<file path="config.mk">
export PLATFORM = sky130hd
export DESIGN_NAME = tts_range_lane
export DESIGN_NICKNAME = d
export VERILOG_FILES = /design/src/rtl/core/tts_pkg.sv /design/src/rtl/core/tts_range_lane.sv
export SDC_FILE = /design/constraint.sdc
export NUM_CORES = 2
export LEC_CHECK = 0
export ABC_CLOCK_PERIOD_IN_PS = 16450
export BUFFER_PORTS_ARGS = -buffer_cell sky130_fd_sc_hd__buf_2
export CAP_MARGIN = 20
export CORE_UTILIZATION = 60
export CTS_CLUSTER_DIAMETER = 80
export DETAILED_ROUTE_END_ITERATION = 7
export MAX_ROUTING_LAYER = met4
export PLACE_DENSITY_LB_ADDON = 0.05
export SLEW_MARGIN = 10
export SYNTH_ARGS = -nofsm -noshare
export SYNTH_HDL_FRONTEND = slang
export SYNTH_SLANG_ARGS = --single-unit
</file>
<file path="constraint.sdc">
create_clock -name clock -period 16.45 [get_ports clock]
set_input_delay 1.645 -clock clock [delete_from_list [all_inputs] [get_ports clock]]
set_output_delay 1.645 -clock clock [all_outputs]
set_load 0.005 [all_outputs]
</file>
<file path="src/rtl/core/tts_pkg.sv">
// tts_pkg: shared widths, payload structs, register indexes and pipeline depths
// for the time-of-flight trilateration solver; no dependencies
package tts_pkg;

   localparam int COORD_BITS_DEF = 16;
   localparam int TIME_BITS      = 20;
   localparam int SPEED_BITS     = 20;
   localparam int DEPTH_BITS     = 16;
   localparam int FRAC_BITS      = 16;
   localparam int PROD_T_W       = SPEED_BITS + TIME_BITS;
   localparam int DIST_W         = PROD_T_W + 1 - FRAC_BITS;
   localparam int R2_W           = 2 * DIST_W + 1;
   localparam int B_W            = R2_W + 2;
   localparam int OUT_W          = 24;

   localparam logic [SPEED_BITS-1:0] SPEED_RESET = SPEED_BITS'(96993);
   localparam logic [OUT_W-1:0]      POS_MAX     = {1'b0, {(OUT_W-1){1'b1}}};
   localparam logic [OUT_W-1:0]      NEG_MAX     = {1'b1, {(OUT_W-1){1'b0}}};

   localparam int CSR_ADDR_W = 5;
   localparam int CSR_DATA_W = 32;
   localparam int REG_IDX_W  = 3;

   localparam logic [REG_IDX_W-1:0] REG_SPK1_X = 3'd0;
   localparam logic [REG_IDX_W-1:0] REG_SPK1_Y = 3'd1;
   localparam logic [REG_IDX_W-1:0] REG_SPK2_X = 3'd2;
   localparam logic [REG_IDX_W-1:0] REG_SPK2_Y = 3'd3;
   localparam logic [REG_IDX_W-1:0] REG_SPK3_X = 3'd4;
   localparam logic [REG_IDX_W-1:0] REG_SPK3_Y = 3'd5;
   localparam logic [REG_IDX_W-1:0] REG_SPEED  = 3'd6;

   localparam int RANGE_LAT = 4;
   localparam int DIV_LAT   = OUT_W + 6;
   localparam int SQRT_LAT  = OUT_W + 3;

   typedef struct packed {
      logic [TIME_BITS-1:0]  time_a;
      logic [TIME_BITS-1:0]  time_b;
      logic [TIME_BITS-1:0]  time_c;
      logic [DEPTH_BITS-1:0] depth_mm;
   } req_type;

   typedef struct packed {
      logic signed [OUT_W-1:0] pos_x;
      logic signed [OUT_W-1:0] pos_y;
      logic [OUT_W-1:0]        radius;
      logic                    singular;
   } rsp_type;

endpackage

</file>
<file path="src/rtl/core/tts_range_lane.sv">
// tts_range_lane: one range lane, flight time to squared slant range
// depends on tts_pkg
module tts_range_lane (
   input  logic                             clock,
   input  logic [tts_pkg::TIME_BITS-1:0]    time_us,
   input  logic [tts_pkg::DEPTH_BITS-1:0]   depth,
   input  logic [tts_pkg::SPEED_BITS-1:0]   speed,
   output logic [tts_pkg::R2_W-1:0]         range_sq
);
   logic [tts_pkg::PROD_T_W-1:0]     prod_ff;
   logic [tts_pkg::DEPTH_BITS-1:0]   dep1_ff, dep2_ff;
   logic [tts_pkg::DIST_W-1:0]       dist_ff;
   logic [2*tts_pkg::DIST_W-1:0]     dsq_ff;
   logic [2*tts_pkg::DEPTH_BITS-1:0] zsq_ff;
   logic [tts_pkg::R2_W-1:0]         r2_ff;
   logic [tts_pkg::PROD_T_W:0]       rnd_in;

   // round to nearest mm, ties up
   assign rnd_in = {1'b0, prod_ff} + (tts_pkg::PROD_T_W+1)'(1 << (tts_pkg::FRAC_BITS-1));

   always_ff @(posedge clock) begin
      prod_ff <= speed * time_us;
      dep1_ff <= depth;
      dist_ff <= rnd_in[tts_pkg::PROD_T_W:tts_pkg::FRAC_BITS];
      dep2_ff <= dep1_ff;
      dsq_ff  <= dist_ff * dist_ff;
      zsq_ff  <= dep2_ff * dep2_ff;
      r2_ff   <= tts_pkg::R2_W'(dsq_ff) + tts_pkg::R2_W'(zsq_ff);
   end

   assign range_sq = r2_ff;
endmodule

</file>
==> impl_summary.txt <==
----------------------------------------------------
[Status]
  Outcome ... finished with violations
  Violations in the final reports ... DRC

[STA]
  Transition time of the tightest slew-check pin ... 0.886 ns
  Maximum achievable frequency ... 128 MHz
  Relative slew slack ... 40.9%
  Final critical-path required period ... 7.82 ns
  Final setup violating endpoints ... 0
  Setup repair after global routing missed its margin ... no
  Ratio of final minimum period to clock period ... 47.6%
  Post-Route Skew ... 0.0155 ns
  Number of failing hold endpoints at the final stage ... 0
  Setup total negative slack ... 0 ns
  Max Transition Viols Final ... 0

[Logic synthesis]
  Number of cells produced by synthesis ... between 4k and 5k
  Count of unique library cells instantiated by Yosys ... 73
  Fraction of post-synthesis cell area in the top cell type by area ... 42.5%
  Asr flop ratio synth ... 0%
  Per-instance average area after synthesis ... approximately 9.2 um2
  Post-synthesis cell area ... 0.0447 mm2
  Syn. warnings ... 0
  Number of register bits inferred by synthesis ... roughly 210
  Post-synth net total ... 6351
  Most area-consuming cells after synthesis ... sky130_fd_sc_hd__fa_1, sky130_fd_sc_hd__ha_1, sky130_fd_sc_hd__inv_1
  Area leader, netlist ... sky130_fd_sc_hd__fa_1
  Portion of the post-synthesis area used by sequential elements ... 9.54%
  EDFF count, synth ... 0
  Top flip-flop cell by instance count after synthesis ... sky130_fd_sc_hd__dfxtp_1

[GRT]
  Number of antenna violations at the first check in global routing ... 6
  Residual overflow from global routing ... 0
  First-pass GRT wire length ... ~170 mm
  Via count of the first global-routing pass ... about 33k
  Tot GR Track Use ... between 30% and 40%
  Pin count of the biggest net entering global routing ... 29

[Critical path]
  Category of cells accounting for the largest share of critical-path delay ... adder cells
  Critical path's most frequent cell ... sky130_fd_sc_hd__fa_1
  Element type at the critical path end ... register
  Critical Path AT ... 8.25 ns
  Type of element launching the critical path ... input port
  WP depth ... 24
  Crit-path cells ... buf_2 -> nand2_1 -> fa_1 -> inv_1 -> fa_1 -> inv_1 -> fa_1 -> inv_1 -> fa_1 -> fa_1 -> inv_1 -> fa_1 -> inv_1 -> fa_1 -> ha_1 -> a21o_1 -> a21o_1 -> a21oi_1 -> nor2_1 -> a211oi_1 -> a21oi_2 -> o31ai_2 -> o211ai_1 -> xnor2_1
  Worst-case reg-to-reg path depth ... 24
  Critical-path top delay cell ... sky130_fd_sc_hd__fa_1
  Critical Path Fanout Max ... 20
  Critical path buffer and inverter count ... 6
  Data required time at the worst endpoint ... 16.87 ns
  Worst setup path category ... in -> reg
  Largest stage delay on the critical path ... 0.56 ns

[Drt]
  Detailed Route Iter0 Violations ... 1781
  Average vias per placed instance ... 5.31
  Final ANT Viol Nets ... 0
  Count of unresolved DRC violations after routing ... 8
  Vias after detailed routing ... approximately 31k
  Wire length reported by the detailed router ... 104 mm
  TritonRoute pass-1 iters ... 7
  Mean routed wirelength per cell ... 17.8 um

[Clock tree]
  CTS Buf Count ... 24
  Clock sinks ... 213
  Bufs on Longest Clock Path ... 3
  Root buffer cell ... sky130_fd_sc_hd__clkbuf_16
  CTS H-tree lvls ... 1
  Clock tree from TritonCTS ... yes
  Clock-pin transition on the worst setup and hold timing paths ... 0.06 ns
  Clock insertion delay at the later pin of the skew report ... ~0.55 ns
  Setup Buffers After CTS ... 0
  CTS-repair resized insts ... 0
  CTS Hold Bufs ... 0

[Die]
  Area of the core region ... 0.0733 mm2
  Overall die area ... 0.0756 mm2
  # IOs ... 108
  Horiz. Die Dim ... 275 um
  Initial core utilization ... a little over 60%
  Num rows ... 99
  Die boundary height ... 275 um

[Placement]
  Placed instance area ... 0.0459 mm2
  Number of port buffers ... approximately 110
  Routability Congestion ... about 0.9
  Placed wire-length estimate ... ~86 mm

[Finish]
  Fraction of layout instances using a drive strength above 1 ... 4.29%
  Area added between synthesis and finish ... 4.67%
  Seq. cell area ... about 0.0043 mm2
  Filler cells ... roughly 6.4k
  Combined area of the multi-input logic cells ... between 0.03 and 0.04 mm2
  Net count reported at finish ... between 6k and 7k
  Final design instance area without fill ... around 0.047 mm2

[Hold path]
  Cells on Worst Hold Path ... 0
  Hold Path Class ... reg -> reg

[Job]
  Reported max-cap violation count ... 0

----------------------------------------------------
==> layout by cell type (no fill, tap or decap), types with 69 or more instances in the layout <==
master,instances
sky130_fd_sc_hd__inv_1,1317
sky130_fd_sc_hd__fa_1,949
sky130_fd_sc_hd__nand2_1,515
sky130_fd_sc_hd__ha_1,469
sky130_fd_sc_hd__and2_1,345
sky130_fd_sc_hd__dfxtp_1,212
sky130_fd_sc_hd__nor2_1,128
sky130_fd_sc_hd__a21oi_1,127
sky130_fd_sc_hd__xnor2_1,116
sky130_fd_sc_hd__buf_2,107
sky130_fd_sc_hd__a21o_1,70
sky130_fd_sc_hd__xor2_1,69
==> flip-flops by register name (all words and copies together) (netlist names) <==
| name | cells |
|---|---|
| prod_ff | 25 |
| dep1_ff | 16 |
| dist_ff | 25 |
| zsq_ff | 31 |
| dsq_ff | 49 |
| dep2_ff | 16 |
| range_sq | 51 |
==> routing by layer <==
layer  vias to the layer above  GRT usage [%]  part of all wire [%]
li1                      14400              -                     -
met1                     15700           39.9                    43
met2                       790           49.9                    49
met3                       153           2.74                   5.2
met4                         0           8.67                   3.3
met5                         -              -                     0
==> synthesized netlist by cell type (3+ instances only) <==
cell,n
sky130_fd_sc_hd__nor2_1,128
sky130_fd_sc_hd__xor2_1,69
sky130_fd_sc_hd__inv_1,1317
sky130_fd_sc_hd__a21o_1,70
sky130_fd_sc_hd__a41oi_1,4
sky130_fd_sc_hd__o21a_1,8
sky130_fd_sc_hd__o21ai_1,6
sky130_fd_sc_hd__a221oi_1,4
sky130_fd_sc_hd__nor3_2,4
sky130_fd_sc_hd__nor3_1,19
sky130_fd_sc_hd__o211ai_1,10
sky130_fd_sc_hd__nor4b_1,3
sky130_fd_sc_hd__and3_1,15
sky130_fd_sc_hd__ha_1,469
sky130_fd_sc_hd__nand2_1,515
sky130_fd_sc_hd__o31ai_2,5
sky130_fd_sc_hd__a21oi_1,127
sky130_fd_sc_hd__dfxtp_1,213
sky130_fd_sc_hd__o31ai_1,6
sky130_fd_sc_hd__or3_1,6
sky130_fd_sc_hd__clkbuf_1,169
sky130_fd_sc_hd__or2_2,10
sky130_fd_sc_hd__nor2b_1,20
sky130_fd_sc_hd__and4_1,7
sky130_fd_sc_hd__a211oi_1,10
sky130_fd_sc_hd__o21bai_1,20
sky130_fd_sc_hd__and2_1,345
sky130_fd_sc_hd__o21ai_0,55
sky130_fd_sc_hd__nand2b_1,14
sky130_fd_sc_hd__nand3_1,41
sky130_fd_sc_hd__buf_1,6
sky130_fd_sc_hd__nor4_1,7
sky130_fd_sc_hd__nand3b_1,4
sky130_fd_sc_hd__fa_1,949
sky130_fd_sc_hd__nand4_1,40
sky130_fd_sc_hd__xnor2_1,116
sky130_fd_sc_hd__a31oi_1,19
==> worst register-to-register path, cell delays in order (launching register included) <==
cell and delay (ns):
sky130_fd_sc_hd__dfxtp_1 0.30, sky130_fd_sc_hd__buf_4 0.39, sky130_fd_sc_hd__inv_1 0.39, sky130_fd_sc_hd__nor2_1 0.42, sky130_fd_sc_hd__fa_1 0.52, sky130_fd_sc_hd__fa_1 0.50
sky130_fd_sc_hd__inv_1 0.05, sky130_fd_sc_hd__fa_1 0.54, sky130_fd_sc_hd__inv_1 0.07, sky130_fd_sc_hd__fa_1 0.40, sky130_fd_sc_hd__fa_1 0.47, sky130_fd_sc_hd__fa_1 0.55
sky130_fd_sc_hd__inv_1 0.05, sky130_fd_sc_hd__fa_1 0.47, sky130_fd_sc_hd__inv_1 0.04, sky130_fd_sc_hd__ha_1 0.38, sky130_fd_sc_hd__a21oi_1 0.35, sky130_fd_sc_hd__o21bai_1 0.15
sky130_fd_sc_hd__a22oi_1 0.18, sky130_fd_sc_hd__a31oi_1 0.17, sky130_fd_sc_hd__o31ai_1 0.48, sky130_fd_sc_hd__o21ai_0 0.23, sky130_fd_sc_hd__nand3_1 0.17, sky130_fd_sc_hd__o21ai_0 0.11
sky130_fd_sc_hd__xor2_1 0.17
==> cells by family (layout without fill, tap and decap cells) <==
kind of cell             after synthesis  in the layout  synth area share (%)
AND/OR/NAND/NOR                     1187           1187                  13.1
flip-flops                           213            213                  9.54
buffers and inverters               1496           1494                  12.6
AO/OA/AOI/OAI                        374            374                  5.46
multiplexers                           3              3                0.0728
XOR/XNOR                             185            185                  3.63
other                                  0              1                     0
adder cells (fa/ha/maj)             1418           1418                  55.6
==> layout make-up <==
cell class / count / area share, %
well taps: 959 / 2.57
flip-flops and latches: 213 / 9.12
diodes: 1 / 0.00535
inverters: 1318 / 10.6
clock buffers: 32 / 1.46
multi-input cells: 3167 / 74.4
repair buffers: 132 / 1.55
clock inverters: 12 / 0.334
==> path summary, 6_finish.rpt <==
| kind | slack, ns | from | end |
|---|---|---|---|
| worst max register to register | 8.77 | dist_ff[11]$_DFF_P_ | dsq_ff[43]$_DFF_P_ |
| worst max-delay path | 8.63 | speed[15] | prod_ff[39]$_DFF_P_ |
| worst min-delay path | 0.32 | dep1_ff[5]$_DFF_P_ | dep2_ff[5]$_DFF_P_ |
| worst min register to register | 0.32 | dep1_ff[5]$_DFF_P_ | dep2_ff[5]$_DFF_P_ |
==> through the flow <==
step	hold WS, ns	std cells	worst slack, ns	util [%]
2_1_floorplan	0.310	4876	8.73	-
3_3_place_gp	0.310	5789	8.15	62.6
3_5_place_dp	0.312	5789	8.10	62.6
4_1_cts	0.326	5833	8.68	63.8
5_1_grt	0.333	5834	8.34	63.8
6_report	0.324	5834	8.63	63.8
Power is not shown: default switching activity piles up to over one toggle a cycle in this logic, so the estimate is an artifact.
